==> src/rtl/rbs_pkg.sv <==
// Shared types and constants for the ray/box slab intersection block.
// No dependencies; used by every module under rtl.
package rbs_pkg;

    localparam int unsigned IN_W    = 32;
    localparam int unsigned NUM_W   = 48;              // |bound - origin| << 16
    localparam int unsigned DEN_W   = 32;              // |dir|
    localparam int unsigned T_W     = NUM_W + 1;       // signed slab parameter
    localparam int unsigned DIST_W  = 31;
    localparam int unsigned DIV_LAT = NUM_W + 1;       // quotient stages plus sign fix
    localparam int unsigned LANE_LAT = DIV_LAT + 1;    // operand stage in front
    localparam int unsigned PIPE_LAT = LANE_LAT + 2;   // two merge stages
    localparam int unsigned NUM_AXES = 3;

    localparam logic [DIST_W-1:0] DIST_MAX = {DIST_W{1'b1}};
    localparam logic signed [1:0] NRM_POS  = 2'sb01;
    localparam logic signed [1:0] NRM_NEG  = 2'sb11;
    localparam logic signed [1:0] NRM_ZERO = 2'sb00;

    // per-axis information that travels beside the quotients
    typedef struct packed {
        logic              bounded;
        logic              outside;
        logic signed [1:0] dsg;
    } side_t;

    typedef struct packed {
        side_t                 side;
        logic signed [T_W-1:0] tlo;
        logic signed [T_W-1:0] thi;
    } lane_res_t;

endpackage

==> src/rtl/rbs_merge.sv <==
// Merge stage: near/far reduction over the lanes, hit decision, normal pick.
// Depends on rbs_pkg. Two register stages, the second is the output register.
module rbs_merge
(
    input  logic                              clk,
    input  logic                              en,
    input  rbs_pkg::lane_res_t                lane [0:rbs_pkg::NUM_AXES-1],
    output logic                              hit,
    output logic [rbs_pkg::DIST_W-1:0]        distance,
    output logic signed [1:0]                 normal_x,
    output logic signed [1:0]                 normal_y,
    output logic signed [1:0]                 normal_z
);

    localparam int unsigned TW = rbs_pkg::T_W;
    localparam int unsigned NA = rbs_pkg::NUM_AXES;

    logic signed [TW-1:0] near_c;
    logic signed [TW-1:0] far_c;
    logic                 any_c;
    logic                 miss_c;

    logic signed [TW-1:0] near_reg;
    logic signed [TW-1:0] far_reg;
    logic                 any_reg;
    logic                 miss_reg;
    rbs_pkg::lane_res_t   lane_reg [0:NA-1];

    logic signed [TW-1:0] t_c;
    logic                 hit_c;
    logic [rbs_pkg::DIST_W-1:0] dist_c;
    logic signed [1:0]    nrm_c [0:NA-1];
    logic                 found;

    logic                 hit_reg;
    logic [rbs_pkg::DIST_W-1:0] dist_reg;
    logic signed [1:0]    nrm_reg [0:NA-1];

    always_comb
    begin
        logic signed [TW-1:0] s;
        logic signed [TW-1:0] b;
        near_c = '0;
        far_c  = '0;
        any_c  = 1'b0;
        miss_c = 1'b0;
        for (int a = 0; a < NA; a++)
        begin
            s = (lane[a].tlo < lane[a].thi) ? lane[a].tlo : lane[a].thi;
            b = (lane[a].tlo < lane[a].thi) ? lane[a].thi : lane[a].tlo;
            if (lane[a].side.outside)
            begin
                miss_c = 1'b1;
            end
            if (lane[a].side.bounded)
            begin
                if (!any_c || s > near_c)
                begin
                    near_c = s;
                end
                if (!any_c || b < far_c)
                begin
                    far_c = b;
                end
                any_c = 1'b1;
            end
        end
    end

    always_ff @(posedge clk)
    begin
        if (en)
        begin
            near_reg <= near_c;
            far_reg  <= far_c;
            any_reg  <= any_c;
            miss_reg <= miss_c;
            for (int a = 0; a < NA; a++)
            begin
                lane_reg[a] <= lane[a];
            end
        end
    end

    always_comb
    begin
        t_c   = near_reg[TW-1] ? far_reg : near_reg;
        found = 1'b0;
        for (int a = 0; a < NA; a++)
        begin
            nrm_c[a] = rbs_pkg::NRM_ZERO;
        end
        // first bounded axis whose plane matches, min plane wins on a tie
        for (int a = 0; a < NA; a++)
        begin
            if (!found && lane_reg[a].side.bounded)
            begin
                if (t_c == lane_reg[a].tlo)
                begin
                    nrm_c[a] = -lane_reg[a].side.dsg;
                    found    = 1'b1;
                end
                else if (t_c == lane_reg[a].thi)
                begin
                    nrm_c[a] = lane_reg[a].side.dsg;
                    found    = 1'b1;
                end
            end
        end
        if (t_c > $signed({{(TW-rbs_pkg::DIST_W){1'b0}}, rbs_pkg::DIST_MAX}))
        begin
            dist_c = rbs_pkg::DIST_MAX;
        end
        else
        begin
            dist_c = t_c[rbs_pkg::DIST_W-1:0];
        end
        hit_c = 1'b1;
        if (miss_reg || (any_reg && (near_reg > far_reg || far_reg[TW-1])))
        begin
            hit_c  = 1'b0;
            dist_c = '0;
            for (int a = 0; a < NA; a++)
            begin
                nrm_c[a] = rbs_pkg::NRM_ZERO;
            end
        end
        else if (!any_reg)
        begin
            dist_c = rbs_pkg::DIST_MAX;
            for (int a = 0; a < NA; a++)
            begin
                nrm_c[a] = rbs_pkg::NRM_ZERO;
            end
        end
    end

    always_ff @(posedge clk)
    begin
        if (en)
        begin
            hit_reg  <= hit_c;
            dist_reg <= dist_c;
            for (int a = 0; a < NA; a++)
            begin
                nrm_reg[a] <= nrm_c[a];
            end
        end
    end

    assign hit      = hit_reg;
    assign distance = dist_reg;
    assign normal_x = nrm_reg[0];
    assign normal_y = nrm_reg[1];
    assign normal_z = nrm_reg[2];

endmodule

==> config.mk <==
export PLATFORM = sky130hd
export DESIGN_NAME = rbs_merge
export DESIGN_NICKNAME = d
export VERILOG_FILES = /design/src/rtl/rbs_pkg.sv /design/src/rtl/rbs_merge.sv
export SDC_FILE = /design/constraint.sdc
export NUM_CORES = 2
export LEC_CHECK = 0
export BUFFER_PORTS_ARGS = -buffer_cell sky130_fd_sc_hd__buf_2
export CORE_MARGIN = 2
export CORE_UTILIZATION = 65
export DETAILED_ROUTE_END_ITERATION = 7
export GPL_ROUTABILITY_DRIVEN = 0
export PLACE_DENSITY = 0.87
export SLEW_MARGIN = 10
export SYNTH_ARGS = -nofsm -noshare
export SYNTH_HDL_FRONTEND = slang
export SYNTH_SLANG_ARGS = --single-unit
==> constraint.sdc <==
create_clock -name clk -period 27 [get_ports clk]
set_input_delay 1.35 -clock clk [delete_from_list [all_inputs] [get_ports clk]]
set_output_delay 1.35 -clock clk [all_outputs]
set_load 0.1 [all_outputs]
==> results.txt <==
CTS root buf -> clkbuf_16
largest family of logic cells by synthesized area -> adder cells
cts-stage hold buffer count -> 0
area leader, netlist -> edfxtp_1
PortBufs -> 345
clock-pin slew on the worst setup and hold paths -> 0.06 ns
Yosys reg bits -> 441
Die Y-Extent -> 229 µm
largest net degree at the start of global routing -> 119
RSZ-0062 raised after global routing -> no
type of the most critical hold path -> flip-flop to flip-flop
status -> complete, but fails checks
top cells by area, synth -> edfxtp_1 (40%), ha_1 (15%), mux2i_1 (7.7%), xnor2_1 (3.9%), inv_1 (3.5%)
Finished Core Util -> 74.5%
initial core utilization -> 65.9%
mux share of post-synthesis cell area -> 11.0%
CTS tree -> yes
Crit path largest cell delay -> 0.87 ns
# IOs -> 346
total core area -> 50,200 µm²
first-pass GRT wire length -> 170 mm
fraction of registers with async set/reset -> 0%
vias per cell -> 6.81
Critical Path Fanout Max -> 92
All-Layer GR Usage -> 44.4%
EDFF count, synth -> 441
Clock Skew -> 0.0254 ns
Pins Over Slew Limit -> 0
worst path arrival time -> 11.91 ns
initial antenna violation count -> 4
top-count cell post-synth -> edfxtp_1
sequential share of the synthesized area -> 40.1%
area of the multi-input gates -> 18,300 µm²
grt ovf -> 0
Setup Buffers After CTS -> 0
Slew @ Worst Pin -> 1.27 ns
register area -> 13,200 µm²
ANT nets after route -> 0
share of post-route cells with drive strength above 1 -> 16.8%
most common library cells after synthesis -> edfxtp_1 (441), ha_1 (388), inv_1 (312)
Mean Syn Cell Area -> 10.4 µm²
Avg WL per Cell -> 28.0 µm
CTS buffer count -> 49
max_cap viols -> 0
Routed WL -> 119 mm
DRT Pass-1 Iters -> 8
xor/xnor cell area share of the yosys netlist -> 7.08%
Post-Synthesis Cells -> 3,184
DR iter-0 viols -> 4,991
vias in the first global route -> 27,300
Setup violations, final -> 0
Req. time, crit path -> 27.33 ns
Post-DP HPWL -> 92.2 mm
Die X-Extent -> 229 µm
post-cts resize count -> 0
layout net count -> 4,233
Pwr per Cell Area -> 75.3 nW/µm²
Critical-path top delay cell -> xor2_4
Filler cells -> 3,368
failing checks -> DRC
total negative setup slack -> 0 ns
maximum buffer depth of the clock tree -> 3
clock latency on the worst-skew pair -> 0.63 ns
CTS sink cnt -> 441
Synth Area in Adders -> 14.7%
syn nets -> 3,880
LEAKAGE -> 16.6 nW
Syn. warnings -> 0
post-route cell area -> 37,400 µm²
Primary FF master, synth -> edfxtp_1
Tmin final -> 11.58 ns
Crit Path Class -> input port to flip-flop
CP delay by family, top -> simple AND/OR/NAND/NOR gates
FF-to-FF setup slack -> 21.48 ns
critical path's most frequent cell -> nor3_1
max FFs per register -> 303
startpoint types -> input port
Final Hold Viols -> 0
Area growth syn-to-layout -> 13.1%
Peak VDD IR -> 50.7 µV
vias -> 28,900
H-tree levels -> 2
final period utilization -> 42.9%
Rows -> 82
simple-gate share of the synthesized area -> 9.55%
post-synthesis cell area -> 33,000 µm²
Buf/Inv on CP -> 4
Fmax -> 86.4 MHz
top-area cell type share of the netlist area -> 40.1%
Die Footprint -> 52,600 µm²
relative slew slack -> 14.9%
DRC viols -> 48
Cell variety after synth -> 58
Setup crit end kind -> flip-flop
Area after DPL -> 35,800 µm²
compound-gate portion of the synthesized area -> 12.7%
==> placed cells by master, fill, tap and decap left out, drive strengths merged, types with 6 or more instances in the layout <==
cell and instances:
a211oi 22, a21o 79, a21oi 188, a221oi 12
and4 6, buf 413, bufinv 7, clkbuf 57
clkinv 17, edfxtp 441, ha 388, inv 317
mux2 97, mux2i 253, nand2 181, nand2b 51
nand3 38, nand4 104, nor2 122, nor2b 17
nor3 37, nor4 53, o211ai 61, o21a 66
o21ai 192, o21bai 6, o22ai 9, xnor2 148
xor2 119
==> stage by stage <==
step	worst slack [ns]	hold WS, ns	instances	power, W
after global routing	15.05	0.608	4246	0.00289
after CTS	16.13	0.561	4243	0.00274
final	15.42	0.560	4248	0.00282
after detailed placement	15.55	0.548	4157	0.00205
after global placement	15.72	0.557	4157	0.00201
after floorplan	17.53	0.524	3184	0.00162
==> metal layers <==
layer	share of wire (%)	up-vias	track usage (%)
met4	8.9	4	31.9
li1	-	12400	-
met1	35	13300	57.9
met2	40	2576	63.2
met3	16	573	12.6
met5	0.066	-	0.919
==> path summary, 6_finish.rpt <==
path                                   start                           to  depth (start not counted)
hold reg to reg   lane_reg[0][302]$_DFFE_PP_  nrm_reg[0][4]$_SDFFCE_PP0P_                          1
hold / removal    lane_reg[0][302]$_DFFE_PP_  nrm_reg[0][4]$_SDFFCE_PP0P_                          1
setup / recovery                   lane[252]       near_reg[27]$_DFFE_PP_                         32
setup reg to reg      near_reg[48]$_DFFE_PP_  nrm_reg[0][4]$_SDFFCE_PP0P_                         11
==> area by class of cell <==
class,count,share of cell area [%]
antenna,4,0.0268
clock buffer,56,3.35
clock inverter,30,0.927
inverter,312,3.13
multi-input combinational,2319,48.9
sequential,441,35.4
tap,672,2.25
timing repair buffer,414,6.03
==> cell families after synthesis <==
family | Yosys count
AO/OA/AOI/OAI | 679
XOR/XNOR | 267
adder cells (fa/ha/maj) | 388
buffers and inverters | 424
flip-flops | 441
multiplexers | 350
AND/OR/NAND/NOR | 635
==> where the power goes <==
part / internal, W / switching, W / leakage [nW]
Combinational: 0.000421 / 0.000804 / 11.5
Clock: 0.000400 / 0.000291 / 0.785
Sequential: 0.000855 / 0.0000451 / 4.33
(Power assumes the default switching activity.)
